**src/hw/rtl/dwarf_line_program_decoder_macros.svh**
```systemverilog
// Assertion helper macros
`ifndef DWARF_LINE_PROGRAM_DECODER_MACROS_SVH
`define DWARF_LINE_PROGRAM_DECODER_MACROS_SVH
// implication checked at every edge outside reset
`define DLPD_ASSERT_IMP(label, clk, rstn, ante, cons) \
    label: assert property (@(posedge clk) disable iff (!rstn) (ante) |-> (cons)) \
        else $error("assertion failed");
// next-cycle implication
`define DLPD_ASSERT_NXT(label, clk, rstn, ante, cons) \
    label: assert property (@(posedge clk) disable iff (!rstn) (ante) |=> (cons)) \
        else $error("assertion failed");
`endif

```
**src/hw/rtl/dlpd_pkg.sv**
```systemverilog
//------------------------------------------------------------------------------
// dlpd_pkg
// Shared types and constants for the line-number program decoder.
//------------------------------------------------------------------------------
package dlpd_pkg;
    localparam int EXT_LENGTH_BITS_DEF = 32;

    localparam logic [3:0] PH_OPC     = 4'd0;
    localparam logic [3:0] PH_EXT_LEN = 4'd1;
    localparam logic [3:0] PH_EXT_OP  = 4'd2;
    localparam logic [3:0] PH_EXT_PAY = 4'd3;
    localparam logic [3:0] PH_ULEB    = 4'd4;
    localparam logic [3:0] PH_SLEB    = 4'd5;
    localparam logic [3:0] PH_FIX_LO  = 4'd6;
    localparam logic [3:0] PH_FIX_HI  = 4'd7;
    localparam logic [3:0] PH_DISCARD = 4'd8;
    localparam logic [3:0] PH_ADV     = 4'd9;  // multiply step of address advance
    localparam logic [3:0] PH_SPEC    = 4'd10; // divide steps of special opcode or const_add_pc
    localparam logic [3:0] PH_EMIT    = 4'd11; // deliver result

    localparam logic [1:0] KIND_ROW   = 2'd0;
    localparam logic [1:0] KIND_OVF   = 2'd1;
    localparam logic [1:0] KIND_TRUNC = 2'd2;

    localparam logic [2:0] CFG_MIN_INSTR  = 3'd0;
    localparam logic [2:0] CFG_DEF_STMT   = 3'd1;
    localparam logic [2:0] CFG_LINE_BASE  = 3'd2;
    localparam logic [2:0] CFG_LINE_RANGE = 3'd3;
    localparam logic [2:0] CFG_OPC_BASE   = 3'd4;

    localparam logic [7:0] OP_EXT      = 8'd0;
    localparam logic [7:0] OP_COPY     = 8'd1;
    localparam logic [7:0] OP_ADV_PC   = 8'd2;
    localparam logic [7:0] OP_ADV_LINE = 8'd3;
    localparam logic [7:0] OP_SET_FILE = 8'd4;
    localparam logic [7:0] OP_SET_COL  = 8'd5;
    localparam logic [7:0] OP_NEG_STMT = 8'd6;
    localparam logic [7:0] OP_CONST_PC = 8'd8;
    localparam logic [7:0] OP_FIX_PC   = 8'd9;
    localparam logic [7:0] EXT_END_SEQ = 8'd1;
    localparam logic [7:0] EXT_SET_ADR = 8'd2;

    // controller -> datapath
    typedef struct packed {
        logic       load;     // accept byte: run one parse step
        logic       div_step; // one restoring-divide step
        logic       mul_step; // apply product of registered operand
        logic       emitted;  // result taken
    } dlpd_cmd_t;

    // datapath -> controller
    typedef struct packed {
        logic [3:0] phase;    // phase taken at the coming edge
        logic       busy;     // multi-cycle work pending
        logic       have_res;
        logic       div_done;
    } dlpd_sts_t;
endpackage

```
**src/hw/rtl/dlpd_ctrl.sv**
```systemverilog
//------------------------------------------------------------------------------
// dlpd_ctrl
// Handshake controller: gates input acceptance and sequences multi-cycle steps.
//------------------------------------------------------------------------------
module dlpd_ctrl
    import dlpd_pkg::*;
(
    input  logic      aclk,
    input  logic      aresetn,
    input  logic      s_tvalid,
    output logic      s_tready,
    output logic      m_tvalid,
    input  logic      m_tready,
    input  dlpd_sts_t sts,
    output dlpd_cmd_t cmd
);
    localparam logic [1:0] ST_IDLE = 2'd0;
    localparam logic [1:0] ST_MUL  = 2'd1;
    localparam logic [1:0] ST_DIV  = 2'd2;
    localparam logic [1:0] ST_OUT  = 2'd3;

    logic [1:0] state_reg, state_next;

    always_comb begin
        s_tready = 1'b0;
        m_tvalid = 1'b0;
        cmd      = '0;
        case (state_reg)
            ST_IDLE: begin
                s_tready = 1'b1;
                cmd.load = s_tvalid;
            end
            ST_MUL: begin
                cmd.mul_step = 1'b1;
            end
            ST_DIV: begin
                cmd.div_step = 1'b1;
            end
            ST_OUT: begin
                m_tvalid    = 1'b1;
                cmd.emitted = m_tready;
            end
            default: ;
        endcase
    end

    // follow the phase the datapath enters at this edge
    always_comb begin
        state_next = state_reg;
        case (state_reg)
            ST_IDLE, ST_MUL: begin
                if (state_reg == ST_MUL || s_tvalid) begin
                    if (sts.phase == PH_ADV) state_next = ST_MUL;
                    else if (sts.phase == PH_SPEC) state_next = ST_DIV;
                    else if (sts.phase == PH_EMIT) state_next = ST_OUT;
                    else state_next = ST_IDLE;
                end
            end
            ST_DIV: begin
                if (sts.div_done) state_next = ST_MUL;
            end
            ST_OUT: begin
                if (m_tready) state_next = ST_IDLE;
            end
            default: state_next = ST_IDLE;
        endcase
    end

    always_ff @(posedge aclk) begin
        if (!aresetn) state_reg <= ST_IDLE;
        else          state_reg <= state_next;
    end
endmodule

```
**src/hw/rtl/dlpd_datapath.sv**
```systemverilog
//------------------------------------------------------------------------------
// dlpd_datapath
// Line registers, LEB128 accumulator, shared divider and multiplier.
//------------------------------------------------------------------------------
module dlpd_datapath
    import dlpd_pkg::*;
#(
    parameter int EXT_LENGTH_BITS = EXT_LENGTH_BITS_DEF
) (
    input  logic        aclk,
    input  logic        aresetn,
    input  logic        cfg_we,
    input  logic [2:0]  cfg_index,
    input  logic [7:0]  cfg_data,
    input  logic [7:0]  in_byte,
    input  logic        in_end,
    input  dlpd_cmd_t   cmd,
    output dlpd_sts_t   sts,
    output logic [1:0]  o_kind,
    output logic [63:0] o_addr,
    output logic [63:0] o_file,
    output logic [31:0] o_line,
    output logic [31:0] o_col,
    output logic        o_stmt
);
    localparam int LB = EXT_LENGTH_BITS;

    logic [7:0]  min_len_reg, lbase_reg, lrange_reg, opbase_reg;
    logic        dstmt_reg;

    logic [3:0]  phase_reg, phase_next;
    logic [3:0]  ret_reg, ret_next;        // phase after multi-cycle step
    logic [63:0] addr_reg, addr_next, file_reg, file_next;
    logic [31:0] line_reg, line_next, col_reg, col_next;
    logic        stmt_reg, stmt_next;
    logic [63:0] acc_reg, acc_next;
    logic [6:0]  shift_reg, shift_next;
    logic [7:0]  pend_reg, pend_next;
    logic [LB-1:0] rem_reg, rem_next, tot_reg, tot_next;
    logic        end_reg, end_next;        // unit end pending after step
    logic [1:0]  kind_reg, kind_next;
    logic        line_mv_reg, line_mv_next;
    logic [63:0] mul_a_reg, mul_a_next;
    // divider
    logic [7:0]  dq_reg, dq_next;
    logic [8:0]  dr_reg, dr_next;
    logic [3:0]  dcnt_reg, dcnt_next;

    always_ff @(posedge aclk) begin
        if (!aresetn) begin
            min_len_reg <= 8'd1;
            dstmt_reg   <= 1'b1;
            lbase_reg   <= 8'hfb;
            lrange_reg  <= 8'd14;
            opbase_reg  <= 8'd13;
        end else if (cfg_we) begin
            case (cfg_index)
                CFG_MIN_INSTR:  min_len_reg <= cfg_data;
                CFG_DEF_STMT:   dstmt_reg   <= cfg_data[0];
                CFG_LINE_BASE:  lbase_reg   <= cfg_data;
                CFG_LINE_RANGE: lrange_reg  <= cfg_data;
                CFG_OPC_BASE:   opbase_reg  <= cfg_data;
                default: ;
            endcase
        end
    end

    logic [63:0] leb_acc;
    logic [6:0]  leb_sh;
    logic        leb_cont, leb_ovf;
    logic [LB-1:0] pay_idx;
    logic [63:0] product;
    logic [8:0]  lr9, dtry;
    logic [7:0]  adj;
    logic        err;

    assign product = mul_a_reg * {56'd0, min_len_reg};
    assign lr9 = (lrange_reg == 8'd0) ? 9'd256 : {1'b0, lrange_reg};
    assign dtry = {dr_reg[7:0], dq_reg[7]};
    assign pay_idx = (tot_reg - LB'(1)) - rem_reg;

    always_comb begin
        leb_acc  = acc_reg;
        if (shift_reg < 7'd64) leb_acc = acc_reg | ({57'd0, in_byte[6:0]} << shift_reg);
        leb_sh   = shift_reg + 7'd7;
        leb_cont = in_byte[7];
        leb_ovf  = leb_cont && (leb_sh > 7'd63);
    end

    // common unit-end handling after a step finishes in phase p
    function automatic logic trunc_at(input logic [3:0] p);
        trunc_at = (p != PH_OPC) && (p != PH_DISCARD);
    endfunction

    always_comb begin
        phase_next = phase_reg; ret_next = ret_reg;
        addr_next = addr_reg; file_next = file_reg; line_next = line_reg;
        col_next = col_reg; stmt_next = stmt_reg; acc_next = acc_reg;
        shift_next = shift_reg; pend_next = pend_reg; rem_next = rem_reg;
        tot_next = tot_reg; end_next = end_reg; kind_next = kind_reg;
        line_mv_next = line_mv_reg; mul_a_next = mul_a_reg;
        dq_next = dq_reg; dr_next = dr_reg; dcnt_next = dcnt_reg;
        adj = 8'd0; err = 1'b0;
        if (cmd.load) begin
            end_next = in_end;
            kind_next = KIND_ROW;
            case (phase_reg)
                PH_OPC: begin
                    if (in_byte == OP_EXT) begin
                        acc_next = '0; shift_next = '0; phase_next = PH_EXT_LEN;
                    end else if (in_byte < opbase_reg) begin
                        case (in_byte)
                            OP_COPY: phase_next = PH_EMIT;
                            OP_ADV_PC, OP_SET_FILE, OP_SET_COL: begin
                                pend_next = in_byte; acc_next = '0; shift_next = '0;
                                phase_next = PH_ULEB;
                            end
                            OP_ADV_LINE: begin
                                pend_next = in_byte; acc_next = '0; shift_next = '0;
                                phase_next = PH_SLEB;
                            end
                            OP_NEG_STMT: stmt_next = ~stmt_reg;
                            OP_CONST_PC: begin
                                adj = 8'd255 - opbase_reg; line_mv_next = 1'b0;
                            end
                            OP_FIX_PC: phase_next = PH_FIX_LO;
                            default: ;
                        endcase
                        if (in_byte == OP_CONST_PC) begin
                            dq_next = adj; dr_next = '0; dcnt_next = '0;
                            ret_next = PH_OPC; phase_next = PH_SPEC;
                        end
                    end else begin
                        adj = in_byte - opbase_reg; line_mv_next = 1'b1;
                        dq_next = adj; dr_next = '0; dcnt_next = '0;
                        ret_next = PH_EMIT; phase_next = PH_SPEC;
                    end
                end
                PH_EXT_LEN: begin
                    acc_next = leb_acc; shift_next = leb_sh;
                    if (leb_ovf) err = 1'b1;
                    else if (!leb_cont) begin
                        if (LB < 64 && (leb_acc >> LB) != 64'd0) err = 1'b1;
                        else if (leb_acc == 64'd0) phase_next = PH_OPC;
                        else begin
                            tot_next = leb_acc[LB-1:0]; phase_next = PH_EXT_OP;
                        end
                    end
                end
                PH_EXT_OP: begin
                    pend_next = in_byte; rem_next = tot_reg - LB'(1); acc_next = '0;
                    phase_next = (tot_reg == LB'(1)) ? PH_OPC : PH_EXT_PAY;
                end
                PH_EXT_PAY: begin
                    if (pay_idx < LB'(8))
                        acc_next = acc_reg | ({56'd0, in_byte} << {pay_idx[2:0], 3'b000});
                    rem_next = rem_reg - LB'(1);
                    if (rem_reg == LB'(1)) phase_next = PH_OPC;
                end
                PH_ULEB, PH_SLEB: begin
                    acc_next = leb_acc; shift_next = leb_sh;
                    if (leb_ovf) err = 1'b1;
                    else if (!leb_cont) begin
                        if (phase_reg == PH_SLEB && leb_sh < 7'd64 && in_byte[6])
                            acc_next = leb_acc | (~64'd0 << leb_sh);
                        phase_next = PH_OPC;
                        case (pend_reg)
                            OP_ADV_PC: begin
                                mul_a_next = leb_acc; ret_next = PH_OPC;
                                phase_next = PH_ADV;
                            end
                            OP_ADV_LINE: line_next = line_reg + acc_next[31:0];
                            OP_SET_FILE: file_next = leb_acc;
                            default: col_next = leb_acc[31:0];
                        endcase
                    end
                end
                PH_FIX_LO: begin
                    acc_next = {56'd0, in_byte}; phase_next = PH_FIX_HI;
                end
                PH_FIX_HI: begin
                    addr_next = addr_reg + {48'd0, in_byte, acc_reg[7:0]};
                    phase_next = PH_OPC;
                end
                default: ;
            endcase
            // finishing an extended op
            if ((phase_reg == PH_EXT_OP && tot_reg == LB'(1)) ||
                (phase_reg == PH_EXT_PAY && rem_reg == LB'(1))) begin
                if (((phase_reg == PH_EXT_OP) ? in_byte : pend_reg) == EXT_END_SEQ) begin
                    addr_next = '0; file_next = 64'd1; line_next = 32'd1; col_next = '0;
                    stmt_next = dstmt_reg;
                end else if (pend_reg == EXT_SET_ADR && phase_reg == PH_EXT_PAY) begin
                    if (tot_reg == LB'(9)) addr_next = acc_next;
                    else if (tot_reg == LB'(5)) addr_next = {32'd0, acc_next[31:0]};
                end
            end
            if (err) begin
                kind_next = KIND_OVF; phase_next = PH_EMIT;
            end else if (in_end && phase_next != PH_SPEC && phase_next != PH_ADV &&
                         phase_next != PH_EMIT && trunc_at(phase_next)) begin
                kind_next = KIND_TRUNC; phase_next = PH_EMIT;
            end
            if (phase_next == PH_SPEC || phase_next == PH_ADV || phase_next == PH_EMIT) begin
                // unit end deferred until step done
            end else if (in_end) begin
                phase_next = PH_OPC; addr_next = '0; file_next = 64'd1; line_next = 32'd1;
                col_next = '0; stmt_next = dstmt_reg; end_next = 1'b0;
            end
        end else if (cmd.div_step) begin
            // one restoring-divide step
            if (dtry >= lr9) begin
                dr_next = dtry - lr9; dq_next = {dq_reg[6:0], 1'b1};
            end else begin
                dr_next = dtry; dq_next = {dq_reg[6:0], 1'b0};
            end
            dcnt_next = dcnt_reg + 4'd1;
            if (dcnt_reg == 4'd7) begin
                mul_a_next = {56'd0, dq_next};
                if (line_mv_reg)
                    line_next = line_reg + {{24{lbase_reg[7]}}, lbase_reg} +
                                {24'd0, dr_next[7:0]};
                phase_next = PH_ADV;
            end
        end else if (cmd.mul_step) begin
            addr_next = addr_reg + product;
            phase_next = ret_reg;
            if (ret_reg != PH_EMIT && end_reg) begin
                phase_next = PH_OPC; addr_next = '0; file_next = 64'd1; line_next = 32'd1;
                col_next = '0; stmt_next = dstmt_reg; end_next = 1'b0;
            end
        end else if (cmd.emitted) begin
            phase_next = (kind_reg == KIND_ROW) ? PH_OPC : PH_DISCARD;
            if (end_reg) begin
                phase_next = PH_OPC; addr_next = '0; file_next = 64'd1; line_next = 32'd1;
                col_next = '0; stmt_next = dstmt_reg; end_next = 1'b0;
            end
        end
    end

    always_ff @(posedge aclk) begin
        if (!aresetn) begin
            phase_reg <= PH_OPC; end_reg <= 1'b0;
            addr_reg <= '0; file_reg <= 64'd1; line_reg <= 32'd1; col_reg <= '0;
            stmt_reg <= 1'b1; acc_reg <= '0; shift_reg <= '0; pend_reg <= '0;
            rem_reg <= '0; tot_reg <= '0;
        end else begin
            phase_reg <= phase_next; end_reg <= end_next;
            addr_reg <= addr_next; file_reg <= file_next; line_reg <= line_next;
            col_reg <= col_next; stmt_reg <= stmt_next; acc_reg <= acc_next;
            shift_reg <= shift_next; pend_reg <= pend_next;
            rem_reg <= rem_next; tot_reg <= tot_next;
        end
    end

    always_ff @(posedge aclk) begin
        ret_reg <= ret_next; kind_reg <= kind_next; line_mv_reg <= line_mv_next;
        mul_a_reg <= mul_a_next; dq_reg <= dq_next; dr_reg <= dr_next;
        dcnt_reg <= dcnt_next;
    end

    logic is_row;
    assign is_row = (kind_reg == KIND_ROW);
    assign o_kind = kind_reg;
    assign o_addr = is_row ? addr_reg : '0;
    assign o_file = is_row ? file_reg : '0;
    assign o_line = is_row ? line_reg : '0;
    assign o_col  = is_row ? col_reg  : '0;
    assign o_stmt = is_row ? stmt_reg : 1'b0;

    assign sts.phase    = phase_next;
    assign sts.busy     = (phase_reg == PH_SPEC) || (phase_reg == PH_ADV);
    assign sts.have_res = (phase_reg == PH_EMIT);
    assign sts.div_done = (dcnt_reg == 4'd7);
endmodule

```
**src/hw/rtl/dwarf_line_program_decoder.sv**
```systemverilog
//------------------------------------------------------------------------------
// dwarf_line_program_decoder
// Line-number program decoder: bytes in, rows and error results out.
//------------------------------------------------------------------------------
// channel  dir  tdata fields (low bit up)                           tuser
// s_       in   program_byte[7:0]                                   -
//               unit_end travels as s_tlast
// m_       out  address[63:0] file[127:64] line[159:128]            result_kind
//               column[191:160] is_stmt[192], zero pad to 200 bits
//
// Plain opcode and operand bytes need no extra step.
// An address advance adds a multiply step (multiplier by min_instr_length).
// A special opcode or const_add_pc adds an 8-step divider, then the
// multiply step. A result is held on the output until m_tready.
// Reset is synchronous, active low; configuration registers take reset values.
//------------------------------------------------------------------------------
module dwarf_line_program_decoder
    import dlpd_pkg::*;
#(
    parameter int EXT_LENGTH_BITS = EXT_LENGTH_BITS_DEF
) (
    input  logic         aclk,
    input  logic         aresetn,
    input  logic         cfg_we,
    input  logic [2:0]   cfg_index,
    input  logic [7:0]   cfg_data,
    input  logic         s_tvalid,
    output logic         s_tready,
    input  logic [7:0]   s_tdata,   // program_byte
    input  logic         s_tlast,   // unit_end
    output logic         m_tvalid,
    input  logic         m_tready,
    output logic [199:0] m_tdata,   // address, file, line, column, is_stmt
    output logic [1:0]   m_tuser    // result_kind
);
    `include "dwarf_line_program_decoder_macros.svh"

    dlpd_cmd_t cmd;
    dlpd_sts_t sts;
    logic [63:0] r_addr, r_file;
    logic [31:0] r_line, r_col;
    logic        r_stmt;

    dlpd_ctrl u_ctrl (
        .aclk(aclk), .aresetn(aresetn), .s_tvalid(s_tvalid), .s_tready(s_tready),
        .m_tvalid(m_tvalid), .m_tready(m_tready), .sts(sts), .cmd(cmd)
    );

    dlpd_datapath #(.EXT_LENGTH_BITS(EXT_LENGTH_BITS)) u_dp (
        .aclk(aclk), .aresetn(aresetn), .cfg_we(cfg_we), .cfg_index(cfg_index),
        .cfg_data(cfg_data), .in_byte(s_tdata), .in_end(s_tlast), .cmd(cmd),
        .sts(sts), .o_kind(m_tuser), .o_addr(r_addr), .o_file(r_file),
        .o_line(r_line), .o_col(r_col), .o_stmt(r_stmt)
    );

    assign m_tdata = {7'd0, r_stmt, r_col, r_line, r_file, r_addr};

    `DLPD_ASSERT_IMP(a_no_in_while_out, aclk, aresetn, m_tvalid, !s_tready)
    `DLPD_ASSERT_IMP(a_out_phase, aclk, aresetn, m_tvalid, sts.have_res)
    `DLPD_ASSERT_IMP(a_busy_blocks, aclk, aresetn, sts.busy, !s_tready)
    `DLPD_ASSERT_IMP(a_err_zero, aclk, aresetn, m_tvalid && m_tuser != KIND_ROW,
                     m_tdata == '0)
endmodule
```
**config.mk**
```make
export PLATFORM = sky130hd
export DESIGN_NAME = dwarf_line_program_decoder
export DESIGN_NICKNAME = d
export VERILOG_FILES = /design/src/hw/rtl/dlpd_pkg.sv /design/src/hw/rtl/dlpd_ctrl.sv /design/src/hw/rtl/dlpd_datapath.sv /design/src/hw/rtl/dwarf_line_program_decoder.sv
export VERILOG_INCLUDE_DIRS = /design/src /design/src/hw/rtl
export SDC_FILE = /design/constraint.sdc
export NUM_CORES = 2
export LEC_CHECK = 0
export BUFFER_PORTS_ARGS = -buffer_cell sky130_fd_sc_hd__clkbuf_2
export CAP_MARGIN = 15
export CORE_UTILIZATION = 55
export CTS_CLUSTER_SIZE = 10
export DETAILED_ROUTE_END_ITERATION = 7
export PLACE_DENSITY = 0.73
export SLEW_MARGIN = 20
export SYNTH_ARGS = -nofsm -noshare
export SYNTH_HDL_FRONTEND = slang
export SYNTH_HIERARCHICAL = 1
export SYNTH_SLANG_ARGS = --single-unit
```
**constraint.sdc**
```tcl
create_clock -name aclk -period 13.5 [get_ports aclk]
set_input_delay 2.7 -clock aclk [delete_from_list [all_inputs] [get_ports aclk]]
set_output_delay 2.7 -clock aclk [all_outputs]
set_load 0.01 [all_outputs]
```
==> results.sh <==
export IMPL_period_minus_slack_ns=8.28
export IMPL_relSlewSlack=0.176
export IMPL_hold_buffers=0
export IMPL_violations="design-rule violations"
export IMPL_dpl_cell_area_um2=51500
export IMPL_grt_pass1_wl_um=288000
export IMPL_drc=12
export IMPL_die_area_um2=91000
export IMPL_switching_power_mw=4.48
export IMPL_multiInputGateArea_um2=35800
export IMPL_r2r_start="u_dp/min_len_reg[0]"
export IMPL_cts_path_max_buffers=3
export IMPL_cts_max_level=2
export IMPL_peakVddDrop_uv=119
export IMPL_critPathRequiredTime_ns=14.01
export IMPL_path_max_fanout=28
export IMPL_fill_cells=8158
export IMPL_core_area_um2=88600
export IMPL_io_pins=229
export IMPL_outcome="finished with violations"
export IMPL_rows=109
export IMPL_critical_path_class="in -> reg"
export IMPL_placedCellCount=7315
export IMPL_skew_ns=0.0241
export IMPL_min_path_cells=1
export IMPL_wirelength_um=194000
export IMPL_tightest_slew_ns=1.23
export IMPL_cts_tree="yes"
export IMPL_min_delay_start="u_dp/col_reg[3]"
export IMPL_grt_pass1_vias=45400
export IMPL_initial_core_util=0.557
export IMPL_intPower_mw=4.32
export IMPL_rsz0062_at_grt="false"
export IMPL_regArea_um2=10200
export IMPL_rrSetupSlack_ns=5.47
export IMPL_syn_cell_area_um2=49400
export IMPL_rr_endpoint="u_dp/addr_reg[63]"
export IMPL_setup_tns_ns=0
export IMPL_postCtsResizedCells=0
export IMPL_io_buffers=221
export IMPL_grt_overflow=0
export IMPL_cap_violations=0
export IMPL_drive_gt1_frac=0.0853
export IMPL_setup_violations=0
export IMPL_power_frac_seq=0.208
export IMPL_numCtsBuffers=55
export IMPL_antenna_found_initial=10
export IMPL_finalCritPeriodShare=0.613
export IMPL_clk_latency_ns=0.63
export IMPL_startpoint_type="input port"
export IMPL_instances_no_fill=7407
export IMPL_final_cell_area_um2=53200
export IMPL_nets=6887
export IMPL_via_per_inst=6.54
export IMPL_wl_per_cell_um=26.2
export IMPL_post_cts_buffers=0
export IMPL_gp_congestion=1.06
export IMPL_ys_warn_count=6
export IMPL_switching_share=0.510
export IMPL_dpl_hpwl_um=147000
export IMPL_power_density_nw_per_um2=165
export IMPL_dieHeight_um=302
export IMPL_fmax_ghz=0.121
export IMPL_grt_max_degree=98
export IMPL_hold_class="reg -> reg"
export IMPL_clockRootBuffer="clkbuf_16"
export IMPL_synth_cells=6167
export IMPL_area_growth_pct=7.80
export IMPL_setup_worst_path_end_class="flip-flop"
export IMPL_syn_avg_cell_area_um2=8.00
export IMPL_fin_hold_ws_ns=0.454
export IMPL_die_w_um=302
export IMPL_track_usage=0.417
export IMPL_slew_viol_final=0
export IMPL_hold_end="u_dp/col_reg[3]"
export IMPL_drt_iter0_markers=5516
export IMPL_pwr_share_comb=0.625
export IMPL_fin_util=0.600
export IMPL_vias=48400
export IMPL_power_leakage_nw=22.2
export IMPL_final_antenna_net_count=0
export IMPL_p_clk_frac=0.166
export IMPL_report_final_hold_viol_count=0
export IMPL_reg2reg_depth=20
export IMPL_cts_sinks=464
export IMPL_crit_arrival_ns=8.79
export IMPL_cts_clk_slew_worst_paths_ns=0.06
export IMPL_first_pass_iters=8
-- area by class of cell --
cell class | instances | area share
inverter | 579 | 0.0409
clock buffer | 82 | 0.0297
timing repair buffer | 335 | 0.0369
clock inverter | 7 | 0.00188
antenna | 3 | 0.000141
tap | 1165 | 0.0274
multi-input combinational | 4772 | 0.672
sequential | 464 | 0.191
-- cell usage in the layout, fill, tap and decap left out, drive strengths merged, types with 90 or more instances in the layout --
cell type    n
nand2      665
inv        578
a21oi      509
nor2       484
fa         424
dfxtp      376
and2       357
o21ai      306
clkbuf     302
ha         231
nor3       184
xnor2      159
buf        115
a21o       102
nand3       90
-- worst max path at each step --
stage          cells past startpoint                 from  slack [ns]                end
2_1_floorplan                      6             s_tvalid        4.71  u_dp/mul_a_reg[0]
3_3_place_gp                      14           s_tdata[0]        4.97   u_dp/file_reg[0]
3_5_place_dp                      14           s_tdata[0]        4.85  u_dp/file_reg[47]
4_1_cts                           20  u_dp/min_len_reg[0]        5.46  u_dp/addr_reg[63]
5_1_grt                           20  u_dp/min_len_reg[0]        5.07  u_dp/addr_reg[61]
6_report                          14           s_tdata[0]        5.22  u_dp/addr_reg[42]
-- critical path, stage by stage --
cell and delay [ns]:
clkbuf_2 0.54, mux2i_1 0.79, mux2i_1 0.28, a221oi_1 0.70, and3_1 0.26, nand4_1 0.13, nor4_1 0.92, a21oi_1 0.23
or3b_1 0.51, o31a_1 0.37, buf_4 0.26, nand2_1 0.52, o221ai_1 0.23, o221a_2 0.29
-- per-layer routing --
layer / wire [um] / GRT usage
met4: 8650 / 0.162
met2: 83700 / 0.631
met5: 39 / 0
met3: 20400 / 0.0861
met1: 81100 / 0.582
-- through the flow --
step                      total power, mW  worst slack, ns
final                                8.80             5.22
after global routing                 9.28             5.07
after CTS                            8.61             5.46
after detailed placement             7.12             4.85
after global placement               7.06             4.97
after floorplan                      5.50             4.71
-- power groups by stage --
stage | Sequential [mW] | Combinational, mW | Clock [mW]
final | 1.83 | 5.50 | 1.46
after global routing | 1.84 | 5.92 | 1.52
after floorplan | 1.75 | 3.75 | 0
after CTS | 1.82 | 5.33 | 1.47
after detailed placement | 1.84 | 5.28 | 0
after global placement | 1.84 | 5.21 | 0
Power figures use the tool's default switching activity.
